<file path="config.mk">
export PLATFORM = sky130hd
export DESIGN_NAME = smeng_ctrl
export DESIGN_NICKNAME = d
export VERILOG_FILES = /design/src/rtl/core/smeng_pkg.sv /design/src/rtl/core/smeng_ctrl.sv
export SDC_FILE = /design/constraint.sdc
export NUM_CORES = 1
export LEC_CHECK = 0
export BUFFER_PORTS_ARGS = -buffer_cell sky130_fd_sc_hd__buf_2
export CORE_AREA = 5 5 42 44
export CTS_CLUSTER_SIZE = 8
export DETAILED_ROUTE_END_ITERATION = 7
export DIE_AREA = 0 0 47 49
export PLACE_DENSITY_LB_ADDON = 0.2
export SLEW_MARGIN = 20
export SYNTH_ARGS = -nofsm -noshare
export SYNTH_HDL_FRONTEND = slang
export SYNTH_SLANG_ARGS = --single-unit
export TNS_END_PERCENT = 1
</file>
<file path="constraint.sdc">
create_clock -name clk -period 3.06 [get_ports clk]
set_clock_uncertainty 0.1 [all_clocks]
set_input_delay 0.153 -clock clk [delete_from_list [all_inputs] [get_ports clk]]
set_output_delay 0.153 -clock clk [all_outputs]
set_load 0.01 [all_outputs]
</file>
<file path="src/rtl/core/smeng_pkg.sv">
// Shared types and constants for the stable matching engine.
// Used by the channel interfaces, the controller, the datapath and the checker.
package smeng_pkg;

  localparam int FIELD_W        = 5;
  localparam int DEF_MAX_PEOPLE = 16;

  localparam logic [FIELD_W-1:0] PEOPLE_RESET = 5'd16;

  localparam logic CMD_MAN   = 1'b0;
  localparam logic CMD_WOMAN = 1'b1;

  // Actions that the controller asks of the datapath.
  typedef struct packed {
    logic load;
    logic start;
    logic fill;
    logic pop;
    logic pref;
    logic rank;
    logic emit;
  } smeng_cmd_t;

  // Conditions that the datapath reports back to the controller.
  typedef struct packed {
    logic fill_done;
    logic q_empty;
    logic skip;
    logic w_reject;
    logic w_free;
    logic out_free;
    logic emit_done;
  } smeng_sts_t;

endpackage

</file>
<file path="src/rtl/core/smeng_ctrl.sv">
// Controller state machine of the stable matching engine.
// Depends on smeng_pkg for the command and status structs.
module smeng_ctrl import smeng_pkg::*; (
  input  logic       clk,
  input  logic       rst,
  input  logic       in_valid,
  input  logic       in_last,
  output logic       in_ready,
  input  smeng_sts_t sts,
  output smeng_cmd_t cmd
);

  typedef enum logic [2:0] {
    S_IDLE,
    S_FILL,
    S_POP,
    S_PREF,
    S_RANK,
    S_EMIT
  } state_t;

  state_t state;
  state_t state_next;

  always_ff @(posedge clk) begin
    if (rst) begin
      state <= S_IDLE;
    end else begin
      state <= state_next;
    end
  end

  assign in_ready = (state == S_IDLE);

  always_comb begin
    cmd        = '0;
    state_next = state;
    unique case (state)
      S_IDLE: begin
        if (in_valid) begin
          cmd.load = 1'b1;
          if (in_last) begin
            cmd.start  = 1'b1;
            state_next = S_FILL;
          end
        end
      end
      S_FILL: begin
        cmd.fill = 1'b1;
        if (sts.fill_done) begin
          state_next = S_POP;
        end
      end
      S_POP: begin
        if (sts.q_empty) begin
          state_next = S_EMIT;
        end else begin
          cmd.pop = 1'b1;
          if (!sts.skip) begin
            state_next = S_PREF;
          end
        end
      end
      S_PREF: begin
        cmd.pref = 1'b1;
        if (sts.w_reject) begin
          state_next = S_POP;
        end else if (sts.w_free) begin
          state_next = S_POP;
        end else begin
          state_next = S_RANK;
        end
      end
      S_RANK: begin
        cmd.rank   = 1'b1;
        state_next = S_POP;
      end
      S_EMIT: begin
        if (sts.out_free) begin
          cmd.emit = 1'b1;
          if (sts.emit_done) begin
            state_next = S_IDLE;
          end
        end
      end
      default: state_next = S_IDLE;
    endcase
  end

endmodule

</file>
* Yosys cells after proc, flatten, opt, wreduce, memory -nomap -nowiden *
Cells that the tools add are included.

word-level totals
  register bits = 3
  bits of input ports = 11
  logic and storage cells = 34

operators by class
  equality and inequality tests = 11
  mux-type cells = 20
  reductions and logical operators = 2

operator list
  cell                                                                   count
  3-bit 2-to-1 mux                                                       9
  3-bit one-hot mux with 6 select lines                                  1
  2-bit != test, second input constant                                   5
  1-bit 2-to-1 mux                                                       8
  3-bit by 2-bit equality test with 1-bit output, second input constant  2
  3-bit equality test, second input constant                             2
  6-bit AND reduction                                                    1
  2-bit 2-to-1 mux                                                       2
  3-bit by 1-bit equality test with 1-bit output, second input constant  1
  3-bit zero test                                                        1
  3-bit != test, second input constant                                   1

* Depth between registers and ports, before layout *
Gate-level depths: netlist of run 1.

  word-level depth = 3
  gate-level depth with buffers = 4

* Worst setup path after synthesis of run 1 *
No wires, ideal clock.

  path type = register to output
  start point = reg state[1]
  end point = out cmd[5] (netlist name)
  arrival time = 1.066 ns
  data required time = 2.807 ns
  slack = 1.741 ns
  cell stages (with the launch flop) = 4
  cells stage by stage = dfxtp_1 > buf_2 > nor3_1 > and3_1

RTL lines
  element                 line              source
  start, declared         smeng_ctrl.sv:22  state_t state;
  start signal, assigned  smeng_ctrl.sv:29  state <= state_next;
  end, declared           smeng_ctrl.sv:10  output smeng_cmd_t cmd

==> flow_summary.toml, run 1 <==
[outcome]
run_status = "finished clean"

[global_route]
first_pass_grt_wire_length_um = 1311
via_count_of_the_first_global_routing_pass = 296
maximum_number_of_pins_on_one_net_before_global_route_repair = 15
initial_antenna_violation_count = 0
grt_remaining_overflow = 0
grt_util_all_layers = 0.07876

[power]
switching_share = 0.3901
p_sw_mw = 0.1050
finalPower_mw = 0.2693
max-vdd-ir-drop_mv = 0.2584
ratio_of_total_power_to_cell_area_nw_per_um2 = 632.9
power_frac_seq = 0.294
power_frac_clock = 0.266
p_comb_frac = 0.441
power_leakage_nw = 0.2402
intPower_mw = 0.1642

[worst_hold_path]
hold_path_class = "input port to register"

[logic_synthesis]
netlist_area_sq_um = 316.6
ys_ff_latch = 3
syn_avg_cell_area_sq_um = 8.556
synth_cells = 37
synth_warnings = 0
seq_area_frac_synth = 0.1897
yosysUniqueCellTypes = 26
postSynthNetCount = 48

[floorplanning]
die_area_sq_um = 2303
pin_count = 19
die_height_um = 49
core.rowCount = 14
start_util = 0.2259
core-area_sq_um = 1401
chipWidth_um = 47

[clock_tree]
holdBufCountCts = 0
cts_buffers = 3
cts_resized = 0
cts_tree = "yes"
h_tree_lvls = 1
postCtsSetupBuffers = 0
clock_path_buffers = 2
clkLatencyLatePin_ns = 0.24
clock_sinks = 3
cts.root.buffer_cell = "sky130_fd_sc_hd__clkbuf_4"
clk_transition_reported_paths_ns = 0.04

[sta]
rsz0062_at_grt = "false"
period_share = 0.5196
hold_violations = 0
slew_headroom = 0.6610
drv_slew = 0
max_slew.worst_pin.slew_ns = 0.5079
final-setup-viol-count = 0
finalCriticalPeriod_ns = 1.590
final.setup.tns_ns = 0
timing.fmax_mhz = 629.0

[routing]
total_vias_in_the_final_route = 310
detail-route-antenna-nets = 0
detail_route.wirelength_um = 759
initialDrtViolationCount = 5
drc = 0
wl_per_cell_um = 10.54
post_drt_via_cell_ratio = 4.306
detail_route.first_pass.iterations = 2

[placed_design]
gp_congestion = 0.6606
port_buffers = 18
dp_hpwl_um = 609.3

[worst_setup_path]
worst-endpoint-required_ns = 2.81
worst_setup_path_end_kind = "output port"
cp_slowest_cell = "sky130_fd_sc_hd__dfxtp_1"
critPathLaunchType = "register"
crit_type = "register to output port"
worst_ep_arrival_time_ns = 1.34
crit_path_cell_trace = "and2b_2 -> and2_1 -> buf_2"
r2r_slack_ns = 1.67
path_max_fanout = 10
critical_path.max_stage_delay_ns = 0.55

[cells_and_area]
largest_reg_flops = 3
layout.cells.most_common = "sky130_fd_sc_hd__buf_2"
n_antenna_cell = 0
final_net_count = 68
syn2layout_area_growth_pct = 34.39
largest_registers = "state (3)"
registers.top_by_ff_count = "state"
drive_above_1_share = 0.4821

[job]
maximum_capacitance_violations = 0
[logic make-up (layout without fill, tap and decap cells)]
kind of cell / count (synthesis) / in the layout / share of synthesized area
flip-flops: 3 / 3 / 0.1897
AO/OA/AOI/OAI: 5 / 5 / 0.1304
XOR/XNOR: 1 / 1 / 0.02767
AND/OR/NAND/NOR: 22 / 22 / 0.5099
buffers and inverters: 5 / 24 / 0.1107
multiplexers: 1 / 1 / 0.03162
[metal layers]
| layer | share of wire | up-vias | wire (um) | GRT usage |
|---|---|---|---|---|
| li1 | - | 166 | - | - |
| met1 | 0.42 | 132 | 318 | 0.09847 |
| met2 | 0.50 | 12 | 383 | 0.1086 |
| met3 | 0.076 | 0 | 58 | 0.03690 |
| met4 | 0 | 0 | 0 | 0.04147 |
| met5 | 0 | - | 0 | 0 |
[metrics by stage]
stage                     area, sq um  setup WS [ns]  hold WS (ns)  utilization  cells
after floorplan                 316.6          1.741        0.1221            -     37
after global placement          399.1          1.653        0.2668       0.2848     68
after detailed placement        399.1          1.659        0.2717       0.2848     68
after CTS                       425.4          1.456       0.01700       0.3036     72
after global routing            425.4          1.374       0.02778       0.3036     72
final                           425.4          1.470       0.01889       0.3036     72
[cell type report]
type	instances	area [sq um]
Clock buffer	4	26.28
Fill cell	164	975.9
Inverter	2	7.507
Multi-Input combinational cell	29	221.5
Sequential cell	3	60.06
Tap cell	16	20.02
Timing Repair Buffer	18	90.09
[worst max-delay path, delay by kind of cell, from the launching register on]
kind | cells | cell delay (ns)
simple gates | 2 | 0.41
buf+inv | 1 | 0.13
flops | 1 | 0.55
[path summary, 6_finish.rpt]
| path | cells past startpoint | startpoint | end |
|---|---|---|---|
| setup reg to reg | 3 | state[0] | state[0] |
| hold reg to reg | 3 | state[1] | state[0] |
| hold / removal | 2 | rst | state[2] |
| setup / recovery | 3 | state[2] | cmd[2] |
[power by group through the flow]
stage,registers (mW),logic (mW),clock network [mW]
finish,0.0791,0.119,0.0715
global route,0.0840,0.134,0.0785
CTS,0.0799,0.120,0.0745
detailed placement,0.0803,0.120,0
global placement,0.0810,0.120,0
floorplan,0.0559,0.116,0
[cell usage after synthesis]
master	n	area, sq um
sky130_fd_sc_hd__nand3b_4	1	20.02
sky130_fd_sc_hd__nor3_1	3	15.01
sky130_fd_sc_hd__a221oi_1	1	8.760
sky130_fd_sc_hd__o22ai_2	1	12.51
sky130_fd_sc_hd__nor4b_2	1	15.01
sky130_fd_sc_hd__dfxtp_1	3	60.06
sky130_fd_sc_hd__or2_0	1	6.260
sky130_fd_sc_hd__buf_6	2	22.52
sky130_fd_sc_hd__and2_1	3	18.77
sky130_fd_sc_hd__or2_2	1	6.260
sky130_fd_sc_hd__mux2i_1	1	10.01
sky130_fd_sc_hd__buf_2	1	5.000
sky130_fd_sc_hd__inv_1	2	7.510
sky130_fd_sc_hd__nand2_1	1	3.750
sky130_fd_sc_hd__and3b_1	1	8.760
sky130_fd_sc_hd__nor2_1	1	3.750
sky130_fd_sc_hd__a211o_2	1	10.01
sky130_fd_sc_hd__o21ai_1	1	5.000
sky130_fd_sc_hd__nor2b_1	2	12.51
sky130_fd_sc_hd__and2b_2	1	8.760
sky130_fd_sc_hd__a21oi_1	1	5.000
sky130_fd_sc_hd__nand3b_1	1	7.510
sky130_fd_sc_hd__nor3b_1	3	22.52
sky130_fd_sc_hd__xor2_1	1	8.760
sky130_fd_sc_hd__and3_1	1	6.260
sky130_fd_sc_hd__nand2b_1	1	6.260
(Power assumes the default switching activity.)
==> inputs of run 2 (changes only) <==
==> constraint.sdc (replaced) <==
create_clock -name clk -period 1.38 [get_ports clk]
set_clock_uncertainty 0.1 [all_clocks]
set_input_delay 0.069 -clock clk [delete_from_list [all_inputs] [get_ports clk]]
set_output_delay 0.069 -clock clk [all_outputs]
set_load 0.01 [all_outputs]
==> run 2 against run 1 <==
Compared with the run above: worst hold slack improved by 0.040 ns; critical path type unchanged; global-route usage decreased by 0.21 points; largest power group unchanged; via count increased by 1.6%; count of clock-buffer cells in the layout unchanged; sequential power increased by 130%; clock power increased by 110%; largest cell class unchanged; first-iteration DRC count decreased by 20%; total power increased by 120%; flip-flop and latch count unchanged; non-clock buffer count increased by 1; die area unchanged.
==> flow_summary.toml, run 2 (synthesis results as in run 1) <==
[routing]
drc = 0
met2WireLength_um = 373
detail_route.first_pass.iterations = 4
wl_met3_um = 55
route.layer.met1.wl_um = 319
top_sig_layer = "met3"
post_drt_via_cell_ratio = 4.315
detail_route.wirelength_um = 749
initialDrtViolationCount = 4
detail-route-antenna-nets = 0
wl_per_cell_um = 10.26
total_vias_in_the_final_route = 315

[floorplanning]
start_util = 0.2259
pin_count = 19
core-area_sq_um = 1401
chipWidth_um = 47
die_area_sq_um = 2303
die_height_um = 49
core.rowCount = 14

[clock_tree]
clkLatencyLatePin_ns = 0.23
postCtsSetupBuffers = 0
clock_sinks = 3
clock_path_buffers = 2
cts_tree = "yes"
cts_buffers = 3
cts.root.buffer_cell = "sky130_fd_sc_hd__clkbuf_4"
clk_transition_reported_paths_ns = 0.04
h_tree_lvls = 1

[job]
maximum_capacitance_violations = 0

[global_route]
first_pass_grt_wire_length_um = 1311
initial_antenna_violation_count = 0
grt_util_all_layers = 0.07665
via_count_of_the_first_global_routing_pass = 328
grt_remaining_overflow = 0
maximum_number_of_pins_on_one_net_before_global_route_repair = 15

[sta]
max_slew.worst_pin.slew_ns = 0.2824
finalCriticalPeriod_ns = 1.318
rsz0062_at_grt = "true"
final.setup.tns_ns = 0
slew_headroom = 0.8117
drv_slew = 0
timing.fmax_mhz = 758.8
hold_violations = 0
period_share = 0.9550
final-setup-viol-count = 0

[worst_setup_path]
crit_type = "register to output port"
worst_setup_path_end_kind = "output port"
worst_ep_arrival_time_ns = 1.15
r2r_cells = 3
r2r_start = "state[0]"
path_max_fanout = 10
worst-endpoint-required_ns = 1.21
r2r_slack_ns = 0.13
regToRegEndpoint = "state[0]"
critPathLaunchType = "register"

[cells_and_area]
n_antenna_cell = 0
layout.cells.most_common_list = "sky130_fd_sc_hd__buf_2, sky130_fd_sc_hd__nor3b_1, sky130_fd_sc_hd__and2_1, sky130_fd_sc_hd__clkbuf_4"
drive_above_1_share = 0.5439
post_route_core_utilization = 0.3188
layout.cells.most_common = "sky130_fd_sc_hd__buf_2"
final_net_count = 69
sequential_cell_area_in_the_final_layout_sq_um = 66.31
syn2layout_area_growth_pct = 41.11
n_fill_cell = 166
largest_reg_flops = 3
largest_registers = "state (3)"
multiInputGateArea_sq_um = 226.5
registers.top_by_ff_count = "state"

[power]
max-vdd-ir-drop_mv = 0.4965
power_leakage_nw = 0.2477
power_frac_clock = 0.254
power_frac_seq = 0.300
ratio_of_total_power_to_cell_area_nw_per_um2 = 1354
intPower_mw = 0.3732
p_comb_frac = 0.446
p_sw_mw = 0.2315
switching_share = 0.3829
finalPower_mw = 0.6047

[worst_hold_path]
hold_path_class = "input port to register"
hold_path_depth = 4
min-delay-start = "sts[4]"
hold_path_end = "state[0]"

[placed_design]
gp_congestion = 0.6455
dp_hpwl_um = 578.3
port_buffers = 18

[outcome]
run_status = "finished clean"
run 2: changes by cell type in the layout (fill, tap and decap cells not counted):
cell and change:
sky130_fd_sc_hd__dlygate4sd3_1 +1, sky130_fd_sc_hd__nor3_2 +1, sky130_fd_sc_hd__nor3_1 -1, sky130_fd_sc_hd__dfxtp_4 +1, sky130_fd_sc_hd__dfxtp_1 -3, sky130_fd_sc_hd__dfxtp_2 +2
run 2: worst max-delay path by stage:
stage                        start  endpoint  slack [ns]  cells past startpoint
after detailed placement  state[0]  state[0]      -0.005                      3
after CTS                 state[2]    cmd[2]        0.05                      3
after floorplan           state[1]    cmd[5]        0.15                      3
after global routing      state[0]    cmd[3]      -0.003                      2
final                     state[2]    cmd[2]        0.06                      3
after global placement    state[0]  state[0]        0.02                      3
run 2: layout make-up:
cell class                      instances  area share
Clock buffer                            4     0.05882
Tap cell                               16     0.04482
Inverter                                2     0.01681
Sequential cell                         3      0.1485
Multi-Input combinational cell         29      0.5070
Timing Repair Buffer                   19      0.2241
run 2: critical path: stages, from the launching register on:
cell and delay [ns]:
sky130_fd_sc_hd__dfxtp_4 0.41, sky130_fd_sc_hd__and2b_2 0.23, sky130_fd_sc_hd__and2_1 0.14, sky130_fd_sc_hd__buf_2 0.13
run 2: timing repair:
action / CTS / global route
endpoints found under the setup margin: 7 / 2
hold buffers: 1 / 0
pin swaps: 0 / 0
gates resized for setup: 5 / 0
endpoints found under the hold margin: 2 / 0
run 2: power by group through the flow:
stage / Combinational, mW / Clock, mW / Sequential [mW]
final: 0.270 / 0.153 / 0.181
after global routing: 0.306 / 0.176 / 0.192
after CTS: 0.274 / 0.161 / 0.183
after detailed placement: 0.265 / 0 / 0.177
after global placement: 0.265 / 0 / 0.177
after floorplan: 0.257 / 0 / 0.124
run 2: metal layers:
metal | up-vias | track usage
met1 | 133 | 0.09409
met5 | - | 0
met3 | 0 | 0.01107
met4 | 0 | 0.05530
met2 | 14 | 0.1154
li1 | 168 | -
run 2: through the flow:
stage,setup WS (ns),std cells,instance area [sq um],hold WS [ns]
2_1_floorplan,0.1454,37,316.6,0.03807
3_3_place_gp,0.02323,68,399.1,0.1753
3_5_place_dp,-0.004844,68,399.1,0.1812
4_1_cts,0.04538,73,446.7,0.03576
5_1_grt,-0.002788,73,446.7,0.05111
6_report,0.06206,73,446.7,0.05862
==> inputs of run 3 (changes only) <==
--- a/config.mk
+++ b/config.mk
@@ -5,6 +5,7 @@
 export SDC_FILE = /design/constraint.sdc
 export NUM_CORES = 1
 export LEC_CHECK = 0
+export ABC_AREA = 1
 export BUFFER_PORTS_ARGS = -buffer_cell sky130_fd_sc_hd__buf_2
 export CORE_AREA = 5 5 42 44
 export CTS_CLUSTER_SIZE = 8
==> run 3 against run 2 <==
Compared with the run above: critical endpoint is now cmd[5]; register-to-register slack better by 0.05 ns; clock power rose by 7%; worst hold slack better by 0.015 ns; area after synthesis stayed put; count of clock-buffer cells in the layout unchanged; sequential power down 4%; critical path depth increased by 3; highest routed layer is now met4.
==> flow_summary.toml, run 3 <==
[cells_and_area]
final_cell_area_sq_um = 486.7
largest_reg_flops = 3
layout.cells.most_common = "sky130_fd_sc_hd__inv_1"
layout.cells.most_common_list = "sky130_fd_sc_hd__inv_1, sky130_fd_sc_hd__buf_2, sky130_fd_sc_hd__nand2_1"
n_fill_cell = 164
sequential_cell_area_in_the_final_layout_sq_um = 66.31
post_route_core_utilization = 0.3473
final-instance-count-excl-fill = 105
largest_registers = "state (3)"
syn2layout_area_growth_pct = 53.75
drive_above_1_share = 0.3146
multiInputGateArea_sq_um = 198.9
final_net_count = 101
n_antenna_cell = 0
registers.top_by_ff_count = "state"

[worst_setup_path]
critical-path-top-cell-by-count = "sky130_fd_sc_hd__inv_1"
critical_path.max_stage_delay_ns = 0.37
timing.critical_path.buf_inv = 3
crit_path_cell_trace = "nor2_4 -> inv_1 -> nor2_2 -> inv_1 -> nor2_1 -> buf_2"
worst_ep_arrival_time_ns = 1.13
critPathLaunchType = "register"
path_max_fanout = 7
crit_type = "register to output port"
cp_slowest_cell = "sky130_fd_sc_hd__dfxtp_4"
worst_setup_path_end_kind = "output port"
worst_path_dominant_cell_family = "flip-flops"
worst-endpoint-required_ns = 1.21

[power]
p_comb_frac = 0.519
power_frac_seq = 0.248
p_sw_mw = 0.3258
max-vdd-ir-drop_mv = 0.4298
power_leakage_nw = 0.3353
power_frac_clock = 0.233
switching_share = 0.4641
ratio_of_total_power_to_cell_area_nw_per_um2 = 1442
intPower_mw = 0.3762

[floorplanning]
die_area_sq_um = 2303
pin_count = 19
chipWidth_um = 47
core-area_sq_um = 1401
start_util = 0.2259
core.rowCount = 14
die_height_um = 49

[sta]
slew_headroom = 0.8666
period_share = 0.9408
final-setup-viol-count = 0
finalCriticalPeriod_ns = 1.298
drv_slew = 0
hold_violations = 0
max_slew.worst_pin.slew_ns = 0.1994
timing.fmax_mhz = 770.3

[placed_design]
number_of_instances_in_the_placed_design = 100
post_dp_cell_area_sq_um = 426.7
gp_congestion = 0.8669
port_buffers = 18
dp_hpwl_um = 734.7

[outcome]
run_status = "finished clean"

[clock_tree]
cts_buffers = 3
h_tree_lvls = 1
clock_sinks = 3
clkLatencyLatePin_ns = 0.24
clk_transition_reported_paths_ns = 0.04
cts.root.buffer_cell = "sky130_fd_sc_hd__clkbuf_4"
postCtsSetupBuffers = 0
cts_tree = "yes"
clock_path_buffers = 2

[logic_synthesis]
synthFlopType = "sky130_fd_sc_hd__dfxtp_1"
synthSimpleGateAreaFrac = 0.5138
synth_cells = 66
synth_most_common_cell = "sky130_fd_sc_hd__inv_1"
postSynth.asyncResetShare = 0
syn_avg_cell_area_sq_um = 4.796
synth_top_family_by_area = "simple AND/OR/NAND/NOR gates"
synth_top_area_share = 0.2372
post_synth_fa_ha_maj_area_fraction = 0
netlist_area_sq_um = 316.6
postSynthNetCount = 77
ys_ff_latch = 3
seq_area_frac_synth = 0.1897
synth.top_cells.by_area = "sky130_fd_sc_hd__inv_1, sky130_fd_sc_hd__dfxtp_1, sky130_fd_sc_hd__nand2_1"
synth_compound_area_frac = 0.05929
netlist_top_cells_count = "sky130_fd_sc_hd__inv_1, sky130_fd_sc_hd__nand2_1, sky130_fd_sc_hd__nor2_1"
synthMuxAreaShare = 0
yosysUniqueCellTypes = 8
synth-edff-count = 0
post_synth_xor_area_fraction = 0
synth_warnings = 0
synth_largest_area_cell = "sky130_fd_sc_hd__inv_1"

[global_route]
via_count_of_the_first_global_routing_pass = 393
first_pass_grt_wire_length_um = 1455
initial_antenna_violation_count = 0
maximum_number_of_pins_on_one_net_before_global_route_repair = 8
grt_remaining_overflow = 0
grt_util_all_layers = 0.08644

[routing]
drc = 0
detail-route-antenna-nets = 0
post_drt_via_cell_ratio = 4.133
wl_per_cell_um = 9.362
detail_route.wirelength_um = 983
total_vias_in_the_final_route = 434
detail_route.first_pass.iterations = 4
initialDrtViolationCount = 6

[job]
maximum_capacitance_violations = 0

[worst_hold_path]
hold_path_class = "input port to register"
run 3: changes by cell type in the layout (fill, tap and decap cells not counted), moves of 2 or more:
cell	previous run	this run
sky130_fd_sc_hd__nor3b_1	3	0
sky130_fd_sc_hd__nand2_1	1	16
sky130_fd_sc_hd__nand3_1	0	8
sky130_fd_sc_hd__nor2_4	0	2
sky130_fd_sc_hd__nor2b_1	2	0
sky130_fd_sc_hd__o21ai_0	0	2
sky130_fd_sc_hd__nor2_1	1	12
sky130_fd_sc_hd__nor3_1	2	0
sky130_fd_sc_hd__inv_1	2	20
sky130_fd_sc_hd__and2_1	3	0
run 3: layout make-up:
| type | instances | share of cell area |
|---|---|---|
| multi-input cells | 43 | 0.4087 |
| repair buffers | 19 | 0.2057 |
| inverters | 20 | 0.1542 |
| flip-flops and latches | 3 | 0.1362 |
| clock buffers | 4 | 0.05398 |
| well taps | 16 | 0.04113 |
run 3: worst reg2reg max path: cells and delay by family, from the launching register on:
family                 cells  cell delay, ns
flip-flops                 1            0.36
buffers and inverters      1            0.10
AND/OR/NAND/NOR            7            0.54
run 3: logic make-up (layout without fill, tap and decap cells):
logic type	Yosys count	in the layout
buf+inv	20	43
simple gates	40	40
compound gates	3	3
flops	3	3
run 3: power by group through the flow:
stage | Combinational (mW) | Sequential (mW) | Clock, mW
floorplan | 0.236 | 0.137 | 0
global placement | 0.343 | 0.145 | 0
detailed placement | 0.339 | 0.145 | 0
CTS | 0.346 | 0.146 | 0.162
global route | 0.426 | 0.180 | 0.175
finish | 0.364 | 0.174 | 0.164
run 3: path summary, 6_finish.rpt:
check / from / to / slack [ns] / cells after the start
setup / recovery: state[0] / cmd[5] / 0.08 / 6
hold / removal: sts[5] / state[1] / 0.07 / 4
setup reg to reg: state[1] / state[0] / 0.18 / 8
hold reg to reg: state[1] / state[1] / 0.51 / 2
run 3: metrics by stage:
| step | setup WS (ns) | TNS [ns] | hold WS, ns | total power, mW |
|---|---|---|---|---|
| final | 0.08176 | 0 | 0.07322 | 0.7020 |
| after floorplan | 0.2173 | 0 | 0.03144 | 0.3734 |
| after global placement | 0.09490 | 0 | 0.1490 | 0.4883 |
| after CTS | 0.007248 | 0 | 0.07101 | 0.6544 |
| after detailed placement | 0.1264 | 0 | 0.1521 | 0.4844 |
| after global routing | -0.001091 | -0.001091 | 0.08163 | 0.7804 |
run 3: per-layer routing:
metal / track usage / share of wire
met4: 0.08295 / 0.025
met2: 0.1267 / 0.48
met3: 0.003690 / 0.061
met1: 0.1048 / 0.43
met5: 0 / 0
run 3: what timing repair did:
action	in CTS	in global routing
pin swaps	0	1
gates resized for setup	1	8
hold buffers	1	0
endpoints found under the hold margin	1	0
endpoints found under the setup margin	2	5
